==> src/rtl/aesbc_ram.sv <==
// Generic single-write, single-read RAM with registered read data.
`default_nettype none
module aesbc_ram #(
    parameter int WIDTH = 128,
    parameter int DEPTH = 15
) (
    input  wire logic                     clk,
    input  wire logic                     we,
    input  wire logic [$clog2(DEPTH)-1:0] waddr,
    input  wire logic [WIDTH-1:0]         wdata,
    input  wire logic [$clog2(DEPTH)-1:0] raddr,
    output logic      [WIDTH-1:0]         rdata
);

    logic [WIDTH-1:0] mem [DEPTH];

    always_ff @(posedge clk)
    begin
        if (we)
        begin
            mem[waddr] <= wdata;
        end
        rdata <= mem[raddr];
    end

endmodule
`default_nettype wire

==> config.mk <==
export PLATFORM = sky130hd
export DESIGN_NAME = aesbc_ram
export DESIGN_NICKNAME = d
export VERILOG_FILES = /design/src/rtl/aesbc_ram.sv
export SDC_FILE = /design/constraint.sdc
export NUM_CORES = 2
export LEC_CHECK = 0
export BUFFER_PORTS_ARGS = -buffer_cell sky130_fd_sc_hd__buf_2
export CAP_MARGIN = 25
export CORE_MARGIN = 2
export CORE_UTILIZATION = 61
export DETAILED_ROUTE_END_ITERATION = 16
export GPL_TIMING_DRIVEN = 0
export HOLD_SLACK_MARGIN = 0.1
export PLACE_DENSITY = 0.79
export SLEW_MARGIN = 30
export SYNTH_ARGS = -nofsm -noshare
export SYNTH_HDL_FRONTEND = slang
export SYNTH_SLANG_ARGS = --single-unit
export TNS_END_PERCENT = 20
==> constraint.sdc <==
create_clock -name clk -period 13.75 [get_ports clk]
set_input_delay 2.75 -clock clk [delete_from_list [all_inputs] [get_ports clk]]
set_output_delay 2.75 -clock clk [all_outputs]
set_load 0.01 [all_outputs]
======== Word-level counts from Yosys, hierarchy flattened ========
Memories as Yosys holds them, arrays and structs flattened. A register that Yosys moved wholly into a read port is not among the register bits.
Cells that the tools add are included.
operators by class
  add/sub/neg operators ................... 0
  multipliers ............................. 0
  div/mod/pow operators ................... 0
  order comparisons ....................... 0
  equal/unequal tests ..................... 0
  shifts and indexed selects .............. 0
  mux-type cells .......................... 2
  bitwise logic cells ..................... 0
  reduce and logical (&&, ||, !) cells .... 0
operators by type and width
  operator           count
  two-way mux 1 bit  2
word-level totals
  register bits after elaboration ......... 0
  latch bits .............................. 0
  RAM bits ................................ 1920
  memory bits (read-only) ................. 0
  bits of input ports ..................... 138
  output and inout port bits .............. 128
  word-level logic and storage cells ...... 3
  memories kept ........................... 1
memories
  name  words  width  rd ports  clocked after memory_dff  write ports  RTL line  source
  mem   15     128    1         1                         1            15        logic [WIDTH-1:0] mem [DEPTH];

======== Logic depth before layout (Yosys ltp) ========
  depth after elaboration ................. 2
  depth in mapped cells ................... 8
  depth with buffers taken out ............ 4

======== Least setup slack after synthesis ========
Ideal clock, no wire load.
  path type ............................... input-to-reg
  start point ............................. input port waddr[2]
  end point ............................... memory mem[0][0], enable pin
  setup time .............................. 0.774 ns
  arrival time ............................ 11.903 ns
  required time ........................... 12.976 ns
  slack ................................... 1.073 ns
  stages .................................. 2
  path buffers ............................ 0
  path through ............................ or3b_2 nor3_1
RTL lines
  what         RTL line  source
  from (decl)  9         input wire logic [$clog2(DEPTH)-1:0] waddr,
  to (decl)    15
Straight into the memory's write port.

==> metrics.md <==
| Metric | Value |
|---|---|
| Status | `finished clean` |
| Placed cells | `5770` |
| Num CTS Buffers | `192` |
| Leak | `30.12 nW` |
| Comb pwr share | `0.058` |
| Synth Area per Inst | `20.55 µm²` |
| Die width | `356.2 µm` |
| DR vias | `40752` |
| Critical Path Source | `raddr[2]` |
| Die ar. | `126900 µm²` |
| Setup slack, reg-to-reg | `11.97 ns` |
| Reg-to-reg startpoint | `mem[7][70]$_DFFE_PP_` |
| Setup Fix Bufs, Post-CTS | `0` |
| # setup viols final | `0` |
| IO buf count | `263` |
| Synth top area cells | `edfxtp_1, mux4_2, mux2i_1` |
| First-pass GRT wire length | `281600 µm` |
| Worst Hold Class | `reg2reg` |
| Peak VDD IR | `0.1723 mV` |
| Clk pwr share | `0.407` |
| Detailed Route WL | `195200 µm` |
| Core area | `123300 µm²` |
| WL per Instance | `31.72 µm` |
| Share of the synthesized area in the top cell type | `0.7620` |
| Min cycle time layout | `5.205 ns` |
| Clock root buffer | `clkbuf_16` |
| Post-synthesis cell type count | `31` |
| Worst Setup EP | `rdata[70]$_DFF_P_` |
| NetSw | `2.823 mW` |
| Worst Path Max Fanout | `10` |
| Clk buf depth | `3` |
| Final Non-Filler Cells | `6155` |
| Final hold vios | `0` |
| Int Power | `10.31 mW` |
| HPWL Detailed | `122900 µm` |
| Placement Rows | `129` |
| Area growth syn-to-layout | `17.57%` |
| Max-slew violations | `0` |
| Ports | `266` |
| Yosys Warn Count | `0` |
| Drt via density | `6.621` |
| Initial antenna violation count | `42` |
| Clock Sinks | `2048` |
| Gpl congestion | `0.7769` |
| Global Route Usage Sum | `0.3100` |
| Starting DRT DRC Count | `6560` |
| Syn Inst Count | `3682` |
| Initial Util | `0.6135` |
| CTS tree | `yes` |
| Final Skew | `0.03309 ns` |
| Max_cap viols | `0` |
| Post-route design area | `88960 µm²` |
| Switching part of the total | `0.2150` |
| Placed cell area | `82490 µm²` |
| DIE HEIGHT | `356.2 µm` |
| Pre-Repair DR Iteration Count | `8` |
| Vias in the first global route | `41104` |
| Pwr Total | `13.13 mW` |
| Flop pwr share | `0.535` |
| R2R Path End | `rdata[70]$_DFF_P_` |
| Post-synthesis sequential area ratio | `0.7959` |
| Required time of the critical path | `14.39 ns` |
| Drt drc | `0` |
| Syn_nets | `3820` |
| Clock transition at path regs | `0.06 ns` |
| Final period util | `0.3785` |
| Cell Pwr Density | `147.6 nW/µm²` |
| #FFs+latches synth | `2048` |
| Cts repair resizes | `0` |
| Startpoint Class | `primary input` |
| Crit end category | `register` |
| Largest net degree at the start of global routing | `20` |
| Worst-Skew Late Latency | `0.83 ns` |
| Mapped Area | `75660 µm²` |
| Worst Path Class, Setup | `in2reg` |
| Crit path DAT | `5.84 ns` |
| Hold_buf cts | `0` |
| Hold WS | `0.6398 ns` |
| Antenna Violating Nets Remaining | `0` |
| Post-layout net count | `4465` |
| Worst Max-Slew Pin Slew | `1.088 ns` |
| CTS H-tree lvls | `4` |
| RSZ-0062 raised after global routing | `false` |
| Cell taking the most area after synthesis | `edfxtp_1` |
| Slew headroom | `0.2718` |
| Global route overflow | `0` |
| R2r worst-path depth | `3` |
| Share of cells above drive strength 1 | `0.2562` |
| Fmax | `192.1 MHz` |
## cell families after synthesis
kind of cell,Yosys count,synth area share
DFF,2048,0.7959
muxes,628,0.1274
buffers and inverters,210,0.01599
and+or+nand+nor,296,0.01915
AOI/OAI and AO/OA,500,0.04154
## how the worst min path moves through the flow
stage                                 from  slack [ns]            endpoint  depth (start not counted)
floorplan           mem[14][109]$_DFFE_PP_        0.52  rdata[109]$_DFF_P_                          2
global placement     mem[14][13]$_DFFE_PP_        0.53   rdata[13]$_DFF_P_                          2
detailed placement   mem[14][29]$_DFFE_PP_        0.60   rdata[29]$_DFF_P_                          3
CTS                 mem[14][115]$_DFFE_PP_        0.63  rdata[115]$_DFF_P_                          3
global route        mem[14][115]$_DFFE_PP_        0.67  rdata[115]$_DFF_P_                          3
finish               mem[14][13]$_DFFE_PP_        0.64   rdata[13]$_DFF_P_                          2
## final cells by class
| class | instances | area [µm²] |
|---|---|---|
| timing repair buffer | 451 | 4676 |
| sequential | 2048 | 60220 |
| clock buffer | 277 | 5545 |
| fill | 6735 | 34360 |
| buffer | 207 | 1202 |
| tap | 1637 | 2048 |
| clock inverter | 87 | 868.3 |
| antenna | 21 | 52.55 |
| inverter | 3 | 11.26 |
| multi-input combinational | 1424 | 14330 |
## placed cells by master (no fill, tap or decap), drive strengths merged, types with 5 or more instances in the layout
| cell | count |
|---|---|
| a21oi | 12 |
| a22oi | 128 |
| a31oi | 116 |
| buf | 589 |
| bufinv | 13 |
| clkbuf | 346 |
| clkinv | 63 |
| clkinvlp | 5 |
| dfxtp | 128 |
| diode | 21 |
| edfxtp | 1920 |
| inv | 9 |
| mux2i | 360 |
| mux4 | 268 |
| nand2 | 130 |
| nand2b | 122 |
| nor2 | 32 |
| o211ai | 12 |
| o21ai | 116 |
| o22ai | 116 |
## registers in the layout (all words and copies together), names as in the netlist
name	flops
mem	1920
rdata	128
## routing by layer
metal / global-route usage / up-vias / wire length (µm)
met1: 0.4224 / 20785 / 69080
met5: 0 / - / 215
met2: 0.4878 / 3010 / 94290
li1: - / 16443 / -
met4: 0.1286 / 34 / 7795
met3: 0.07586 / 480 / 23850
## power groups by stage
stage | logic [mW] | clock network (mW) | registers, mW
6_report | 0.759 | 5.35 | 7.02
5_1_grt | 0.796 | 5.60 | 7.03
4_1_cts | 0.752 | 5.37 | 7.02
3_5_place_dp | 0.740 | 0 | 7.15
3_3_place_gp | 0.680 | 0 | 7.18
2_1_floorplan | 0.356 | 0 | 7.18
## metrics by stage
step | setup TNS [ns] | util | worst slack, ns
3_3_place_gp | -5638.22 | 0.6408 | -9.035
6_report | 0 | 0.7214 | 8.545
2_1_floorplan | 0 | - | 1.073
5_1_grt | 0 | 0.7212 | 8.590
4_1_cts | 0 | 0.7209 | 8.700
3_5_place_dp | 0 | 0.6689 | 7.938
## cell usage after synthesis
master / number
o22ai_1: 116
nand2_1: 130
or3b_2: 1
nor3_1: 4
o21ai_0: 13
a31oi_1: 116
buf_6: 22
or2_2: 1
inv_1: 1
and2b_1: 1
nand3b_1: 2
a22oi_1: 128
clkbuf_1: 69
or2_1: 1
mux2i_1: 360
o211ai_1: 12
edfxtp_1: 1920
dfxtp_1: 128
o21ai_1: 103
buf_1: 11
nor2_1: 31
nand2b_1: 122
nor2_2: 1
buf_4: 50
clkinv_1: 1
nor2b_1: 1
mux4_2: 268
a21oi_1: 12
nand3_1: 1
inv_2: 1
buf_2: 55
## worst max-delay path: stages
cell	delay [ns]
buf_2	0.12
buf_2	0.33
buf_2	0.57
buf_2	0.48
clkbuf_1	0.68
a31oi_1	0.17
o21ai_0	0.72
Note: power is estimated with default switching activity, not from simulation.
