`config.mk`:
```
export PLATFORM = sky130hd
export DESIGN_NAME = aesbc_keyexp
export DESIGN_NICKNAME = d
export VERILOG_FILES = /design/src/rtl/aesbc_pkg.sv /design/src/rtl/aesbc_keyexp.sv
export SDC_FILE = /design/constraint.sdc
export NUM_CORES = 1
export LEC_CHECK = 0
export BUFFER_PORTS_ARGS = -buffer_cell sky130_fd_sc_hd__buf_2
export CORE_MARGIN = 8
export CORE_UTILIZATION = 25
export CTS_CLUSTER_SIZE = 40
export DETAILED_ROUTE_END_ITERATION = 8
export PLACE_DENSITY = 0.41
export RECOVER_POWER = 100
export SETUP_SLACK_MARGIN = 0.3
export SYNTH_ARGS = -nofsm -noshare
export SYNTH_HDL_FRONTEND = slang
export SYNTH_SLANG_ARGS = --single-unit
```
`constraint.sdc`:
```
create_clock -name clk -period 8.6 [get_ports clk]
set_input_delay 1.72 -clock clk [delete_from_list [all_inputs] [get_ports clk]]
set_output_delay 1.72 -clock clk [all_outputs]
set_load 0.005 [all_outputs]
```
`src/rtl/aesbc_pkg.sv`:
```
// Shared constants, tables, types and byte functions of the AES block cipher.
`default_nettype none
package aesbc_pkg;

    localparam int MAX_ROUNDS = 14;
    localparam int RK_ROWS    = MAX_ROUNDS + 1;
    localparam int RK_AW      = $clog2(RK_ROWS);
    localparam int RK_WORDS   = 4 * RK_ROWS;
    localparam int RK_WAW     = $clog2(RK_WORDS);

    localparam logic [1:0] KEY_128 = 2'd0;
    localparam logic [1:0] KEY_192 = 2'd1;

    localparam logic [2:0] REG_KEY0  = 3'd0;
    localparam logic [2:0] REG_KEY1  = 3'd1;
    localparam logic [2:0] REG_KEY2  = 3'd2;
    localparam logic [2:0] REG_KEY3  = 3'd3;
    localparam logic [2:0] REG_KLEN  = 3'd4;
    localparam logic [2:0] REG_CHAIN = 3'd5;
    localparam logic [2:0] REG_IVH   = 3'd6;
    localparam logic [2:0] REG_IVL   = 3'd7;

    localparam logic [2047:0] SBOX_V = {
        128'h637c777bf26b6fc53001672bfed7ab76, 128'hca82c97dfa5947f0add4a2af9ca472c0,
        128'hb7fd9326363ff7cc34a5e5f171d83115, 128'h04c723c31896059a071280e2eb27b275,
        128'h09832c1a1b6e5aa0523bd6b329e32f84, 128'h53d100ed20fcb15b6acbbe394a4c58cf,
        128'hd0efaafb434d338545f9027f503c9fa8, 128'h51a3408f929d38f5bcb6da2110fff3d2,
        128'hcd0c13ec5f974417c4a77e3d645d1973, 128'h60814fdc222a908846eeb814de5e0bdb,
        128'he0323a0a4906245cc2d3ac629195e479, 128'he7c8376d8dd54ea96c56f4ea657aae08,
        128'hba78252e1ca6b4c6e8dd741f4bbd8b8a, 128'h703eb5664803f60e613557b986c11d9e,
        128'he1f8981169d98e949b1e87e9ce5528df, 128'h8ca1890dbfe6426841992d0fb054bb16};

    localparam logic [2047:0] ISBOX_V = {
        128'h52096ad53036a538bf40a39e81f3d7fb, 128'h7ce339829b2fff87348e4344c4dee9cb,
        128'h547b9432a6c2233dee4c950b42fac34e, 128'h082ea16628d924b2765ba2496d8bd125,
        128'h72f8f66486689816d4a45ccc5d65b692, 128'h6c704850fdedb9da5e154657a78d9d84,
        128'h90d8ab008cbcd30af7e45805b8b34506, 128'hd02c1e8fca3f0f02c1afbd0301138a6b,
        128'h3a9111414f67dcea97f2cfcef0b4e673, 128'h96ac7422e7ad3585e2f937e81c75df6e,
        128'h47f11a711d29c5896fb7620eaa18be1b, 128'hfc563e4bc6d279209adbc0fe78cd5af4,
        128'h1fdda8338807c731b11210592780ec5f, 128'h60517fa919b54a0d2de57a9f93c99cef,
        128'ha0e03b4dae2af5b0c8ebbb3c83539961, 128'h172b047eba77d626e169146355210c7d};

    typedef enum logic [1:0] {
        RK_FIRST = 2'd0,
        RK_MID   = 2'd1,
        RK_LAST  = 2'd2
    } round_kind_t;

    typedef struct packed {
        logic             we;
        logic [RK_AW-1:0] addr;
        logic [127:0]     data;
    } rk_wr_t;

    function automatic logic [7:0] sbox(input logic [7:0] x);
        return SBOX_V[{~x, 3'b000} +: 8];
    endfunction

    function automatic logic [7:0] isbox(input logic [7:0] x);
        return ISBOX_V[{~x, 3'b000} +: 8];
    endfunction

    function automatic logic [7:0] xt(input logic [7:0] a);
        return {a[6:0], 1'b0} ^ (a[7] ? 8'h1b : 8'h00);
    endfunction

    function automatic logic [3:0] nk_of(input logic [1:0] mode);
        case (mode)
            KEY_128: return 4'd4;
            KEY_192: return 4'd6;
            default: return 4'd8;
        endcase
    endfunction

    function automatic logic [RK_AW-1:0] nr_of(input logic [1:0] mode);
        int nr;
        case (mode)
            KEY_128: nr = 10;
            KEY_192: nr = 12;
            default: nr = 14;
        endcase
        if (nr > MAX_ROUNDS) nr = MAX_ROUNDS;
        return RK_AW'(nr);
    endfunction

endpackage
`default_nettype wire

```
`src/rtl/aesbc_keyexp.sv`:
```
// Key expansion sequencer: produces one round-key word per cycle and writes whole round keys.
`default_nettype none
module aesbc_keyexp import aesbc_pkg::*; (
    input  wire logic         clk,
    input  wire logic         rst_n,
    input  wire logic         start,
    input  wire logic [255:0] key,
    input  wire logic [1:0]   mode,
    output rk_wr_t            wr,
    output logic              done
);

    logic              busy_reg, busy_next;
    logic [RK_WAW-1:0] idx_reg, idx_next;
    logic [3:0]        mod_reg, mod_next;
    logic [7:0]        rc_reg, rc_next;
    logic [31:0]       win_reg [8];
    logic [95:0]       row_reg;

    logic [3:0]        nk;
    logic [RK_WAW-1:0] last_idx;
    logic [31:0]       prev, back, t, word, rot;

    assign nk       = nk_of(mode);
    assign last_idx = RK_WAW'(4 * (int'(nr_of(mode)) + 1) - 1);
    assign prev     = win_reg[7];
    assign rot      = {prev[23:0], prev[31:24]};

    always_comb
    begin
        case (mode)
            KEY_128: back = win_reg[4];
            KEY_192: back = win_reg[2];
            default: back = win_reg[0];
        endcase
        t = prev;
        if (mod_reg == 4'd0)
        begin
            t = {sbox(rot[31:24]) ^ rc_reg, sbox(rot[23:16]), sbox(rot[15:8]), sbox(rot[7:0])};
        end
        else if (nk == 4'd8 && mod_reg == 4'd4)
        begin
            t = {sbox(prev[31:24]), sbox(prev[23:16]), sbox(prev[15:8]), sbox(prev[7:0])};
        end
        // The first nk words are the key itself, taken word by word.
        if (idx_reg < RK_WAW'(nk))
        begin
            word = key[{~idx_reg[2:0], 5'b00000} +: 32];
        end
        else
        begin
            word = back ^ t;
        end
    end

    always_comb
    begin
        busy_next = busy_reg;
        idx_next  = idx_reg;
        mod_next  = mod_reg;
        rc_next   = rc_reg;
        if (start)
        begin
            busy_next = 1'b1;
            idx_next  = '0;
            mod_next  = '0;
            rc_next   = 8'h01;
        end
        else if (busy_reg)
        begin
            idx_next = idx_reg + RK_WAW'(1);
            mod_next = (mod_reg == nk - 4'd1) ? 4'd0 : mod_reg + 4'd1;
            if (idx_reg >= RK_WAW'(nk) && mod_reg == 4'd0)
            begin
                rc_next = xt(rc_reg);
            end
            if (idx_reg == last_idx)
            begin
                busy_next = 1'b0;
            end
        end
    end

    always_ff @(posedge clk or negedge rst_n)
    begin
        if (!rst_n)
        begin
            busy_reg <= 1'b0;
            idx_reg  <= '0;
            mod_reg  <= '0;
            rc_reg   <= 8'h01;
        end
        else
        begin
            busy_reg <= busy_next;
            idx_reg  <= idx_next;
            mod_reg  <= mod_next;
            rc_reg   <= rc_next;
        end
    end

    always_ff @(posedge clk)
    begin
        if (busy_reg)
        begin
            for (int j = 0; j < 7; j++)
            begin
                win_reg[j] <= win_reg[j+1];
            end
            win_reg[7] <= word;
            row_reg    <= {row_reg[63:0], word};
        end
    end

    assign wr.we   = busy_reg && (idx_reg[1:0] == 2'b11);
    assign wr.addr = idx_reg[RK_WAW-1:2];
    assign wr.data = {row_reg, word};
    assign done    = busy_reg && (idx_reg == last_idx);

endmodule
`default_nettype wire

```
== Word level (Yosys, flattened, before mapping) ==
Memories as Yosys holds them, arrays and structs flattened.
Index checks and enable logic that the tools add are counted.

* Word-level logic and storage cells: 63
* Output and inout bits: 134
* Memories kept: 1
* Memory bits (writable): 256
* Input bits: 261
* Register bits: 115

* Mux-type cells: 21
* Reductions and logical operators: 9
* $add $sub $neg: 5
* $lt $le $gt $ge: 3
* Eq/ne operators: 6
* Bitwise operators: 8
* Shifts and indexed selects: 5

{| class="wikitable"
|+ Memories
! name !! depth !! bits a word !! rd ports !! clocked after memory_dff !! wr ports !! RTL line !! source
|-
| win_reg || 8 || 32 || 8 || 0 || 8 || aesbc_keyexp.sv:17 || <nowiki>logic [31:0] win_reg [8];</nowiki>
|}

{| class="wikitable"
|+ Operator list
! cell !! count
|-
| 2048-bit by 12-bit variable part select with 8-bit output, first input constant || 4
|-
| 256-bit by 9-bit variable part select with 32-bit output || 1
|-
| 32-bit 2-to-1 mux || 3
|-
| 32-bit one-hot mux with 2 select lines || 1
|-
| 32-bit by 5-bit greater-than comparator with 1-bit output, second input constant || 1
|-
| 8-bit inverter || 4
|-
| 32-bit bitwise XOR || 1
|-
| 8-bit 2-to-1 mux || 3
|-
| 4-bit 2-to-1 mux || 4
|-
| 6-bit 2-to-1 mux || 2
|-
| 4-bit by 1-bit adder with 4-bit output, second input constant || 2
|-
| 4-bit one-hot mux with 2 select lines || 1
|-
| 8-bit by 5-bit bitwise XOR with 8-bit output || 1
|-
| 8-bit bitwise XOR || 1
|-
| 6-bit by 1-bit adder with 6-bit output, second input constant || 1
|-
| 6-bit == test || 1
|-
| 6-bit by 4-bit greater-or-equal comparator with 1-bit output || 1
|-
| 6-bit by 4-bit < comparator with 1-bit output || 1
|-
| 3-bit one-hot mux with 2 select lines || 1
|-
| 6-bit by 1-bit subtractor with 6-bit output, second input constant || 1
|-
| 1-bit 2-to-1 mux || 5
|-
| 5-bit 2-to-1 mux || 1
|-
| 4-bit by 3-bit == test with 1-bit output, second input constant || 1
|-
| 4-bit == test || 1
|-
| 10 further kinds || 14
|}

== Depth between registers and ports, before layout ==
* Word-level depth: 10
* Mapped depth: 15
* Mapped depth without buffers: 11

== Worst setup path before layout ==
OpenSTA, ideal clock, no wires.

* Path type: flip-flop to output port
* Start: register busy_reg
* End: output done
* Slack: 0.583 ns
* Data arrival time: 6.297 ns
* Cell stages (with the launch flop): 3
* Path buffers: 0
* Data required time: 6.880 ns
* Cells stage by stage: dfrtp_1 -> inv_1 -> nor2_1

* Word-level cells in the longest chain between the ends: 1

{| class="wikitable"
|+ Ends and longest elaborated chain
! what !! RTL line !! source
|-
| from (decl) || aesbc_keyexp.sv:13 || <nowiki>logic busy_reg, busy_next;</nowiki>
|-
| from (signal assigned) || aesbc_keyexp.sv:95 || <nowiki>busy_reg <= busy_next;</nowiki>
|-
| 1-bit logical AND || aesbc_keyexp.sv:118 || <nowiki>assign done = busy_reg && (idx_reg == last_idx);</nowiki>
|-
| to (decl) || aesbc_keyexp.sv:10 || <nowiki>output logic done</nowiki>
|}

No other way between the ends.

==> impl_metrics.csv <==
group,metric,value,unit
sta,hold_viol,0,
clocking,cts_setup_buffers,0,
clocking,clock_sinks,275,
logic_synthesis,syn_area,0.0269,mm2
status,violations,"max-capacitance violations, max-slew violations",
sta,min_period_over_period,0.888,
logic_synthesis,postSynthCellCount,3062,
clocking,clk_pin_slew,0.06,ns
floorplan,start_util,0.252,
logic_synthesis,synth_ff_type,"edfxtp_1",
setup_path,startpoint_type,"flip-flop",
setup_path,worstPathMaxFanout,33,
sta,finalSetupTns,0,ns
logic_synthesis,synth_edf_count,256,
route,firstDrtPassIters,8,
clocking,clk-insertion-delay-late,0.58,ns
finish,nNetsFinal,3464,
power,p_switching,5.65,mW
finish,final_common_cell,"buf_2",
logic_synthesis,muxShareOfSynthArea,0.110,
status,run_status,"finished, violations left",
sta,maxSlewHeadroom,-1.52,
floorplan,io_pins,395,
power,seqPwrFrac,0.216,
power,p_int,5.15,mW
sta,setup_violations,0,
floorplan,die_w,344,um
route,viasPerCell,5.94,
route,num_vias,27200,
finish,final_cell_mix,"265 x buf_2, 256 x edfxtp_1, 252 x a21oi_1",
setup_path,worstPathArrival,5.91,ns
logic_synthesis,ys_seq_elements,275,
logic_synthesis,synth_top_family_by_area,"compound AO/OA/AOI/OAI gates",
power,pwr-share-clk,0.146,
placement,dp.cells,4503,
route,drt_wl_total,131000,um
global_routing,grt_max_degree,146,
logic_synthesis,syn_avg_cell_area,8.80,um2
clocking,root_buffer,"clkbuf_16",
clocking,cts_buffers,37,
placement,port_buffers,394,
logic_synthesis,ys_types,98,
sta,drv_slew,674,
global_routing,grt-ovfl-total,0,
logic_synthesis,async_flop_share,0.0691,
run,maxCapViolCount,16,
floorplan,fp-row-count,120,
setup_path,critPathKind,"flip-flop to output port",
floorplan,die_h,344,um
route,drt_iter0_drc,3765,
sta,post-route-min-period,7.63,ns
power,pwr_density_cell,360,mW/mm2
logic_synthesis,synth_xor_area_frac,0.0198,
power,p_leak,10.6,nW
min_path,hold_path.class,"flip-flop to flip-flop",
route,drt.antenna.violating_nets,0,
finish,largest_reg_flops,161,
global_routing,grt_pass1_wl,188000,um
finish,n_fill_cell,11600,
logic_synthesis,yosysTopAreaCellShare,0.285,
route,wire_per_inst,28.6,um
clocking,h-tree-depth,2,
power,p_sw_frac,0.523,
power,p_comb_frac,0.638,
clocking,post_cts_resized,0,
sta,fin_worst_skew,0.0389,ns
finish,final_cells,4573,
placement,hpwl,93700,um
global_routing,antenna_found_initial,13,
clocking,cts_buffer_depth,3,
route,drc_errors,0,
setup_path,worst_ep_required_time,6.88,ns
floorplan,core_area,0.107,mm2
logic_synthesis,synth_compound_area_frac,0.264,
logic_synthesis,yosysWarnings,0,
sta,worstMarginPinSlew,3.78,ns
power,irDropWorstVdd,0.143,mV
sta,max_freq,131,MHz
sta,grt_setup_unrepaired,"false",
setup_path,endpoint_kind,"output port",
logic_synthesis,synth_top_area_cell,"edfxtp_1",
logic_synthesis,synthAdderAreaFrac,0.0297,
global_routing,grt_pass1_vias,26000,
logic_synthesis,synth.area.top_cells,"edfxtp_1 29%, mux4_2 7.9%, a21oi_1 4.7%, o21ai_0 3.5%, buf_4 3.3%",
logic_synthesis,synth_nets,3387,
clocking,hold_buffers,0,
logic_synthesis,ys_seq_area_frac,0.303,
finish,areaGrowthSynthToFinish,11.3,%
finish,drive_gt1_frac,0.171,
placement,globalplace.congestion,0.961,
logic_synthesis,synth-simple-area-share,0.183,
clocking,tritoncts,"built",
floorplan,die_area,0.118,mm2
global_routing,grt_usage,0.209,
Yosys cell counts, types with 72 or more instances:
cell type,count
clkbuf_1,153
nor2b_1,102
buf_2,113
nor2_1,200
nor3_1,90
mux4_2,95
nand2b_1,100
edfxtp_1,256
o21ai_0,191
nand3_1,72
buf_4,120
nand2_1,229
a21oi_1,252
layout make-up:
type                            instances  area (um2)  area share
Sequential cell                       275        8180       0.273
Tap cell                             1403        1760      0.0586
Clock inverter                         26         272     0.00906
Multi-Input combinational cell       2309       16300       0.544
Inverter                               49         184     0.00614
Clock buffer                           42         955      0.0318
Timing Repair Buffer                  467        2340      0.0780
Antenna cell                            2        5.00    0.000167
kinds of logic after synthesis:
logic type	Yosys count
AOI/OAI and AO/OA	1038
xor gates and xnor gates	61
buffers and inverters	478
muxes	173
and+or+nand+nor	973
DFF	275
adders and majority gates	64
worst paths after layout:
path | startpoint | to | slack, ns | cells after the start
worst max-delay path | row_reg[8] | wr[12] | 0.97 | 12
worst min register to register | win_reg[0][115] | win_reg[0][83] | 0.41 | 0
max in group asynchronous | rst_n | idx_reg[2] | 6.40 | 1
worst max register to register | busy_reg | row_reg[89] | 1.58 | 2
min in group asynchronous | rst_n | mod_reg[2] | 1.37 | 1
worst min-delay path | win_reg[0][115] | win_reg[0][83] | 0.41 | 0
metrics by stage:
stage / setup WS, ns / utilization / total power, mW / area [um2] / hold WS (ns)
4_1_cts: 1.84 / 0.283 / 10.7 / 30200 / 0.415
6_report: 0.966 / 0.280 / 10.8 / 30000 / 0.415
5_1_grt: 0.830 / 0.280 / 11.3 / 30000 / 0.420
3_3_place_gp: 2.14 / 0.271 / 9.26 / 29000 / 0.401
3_5_place_dp: 2.16 / 0.271 / 9.09 / 29000 / 0.405
2_1_floorplan: 0.583 / - / 6.78 / 26900 / 0.400
layer usage:
metal  track usage  vias to the layer above  share of wire
li1              -                    11800              -
met1         0.282                    13300           0.42
met2         0.329                     1768           0.44
met3        0.0565                      252           0.11
met5             0                        -        0.00035
met4        0.0568                        8          0.032
power groups by stage:
stage	clock network, mW	registers, mW	logic, mW
6_report	1.57	2.34	6.89
3_3_place_gp	0	2.35	6.91
4_1_cts	1.63	2.34	6.76
3_5_place_dp	0	2.36	6.73
5_1_grt	1.68	2.39	7.26
2_1_floorplan	0	2.18	4.60
critical path: stages (launching register included):
cell	delay, ns
edfxtp_1	0.35
clkbuf_1	1.41
ha_1	0.57
mux2i_1	0.18
nor2_1	0.37
o22ai_1	0.13
o221ai_1	0.28
o41ai_1	0.12
o21ai_0	0.87
xnor2_1	0.19
o22ai_1	0.09
a21oi_1	0.50
clkbuf_1	0.25
(Power assumes the default switching activity.)
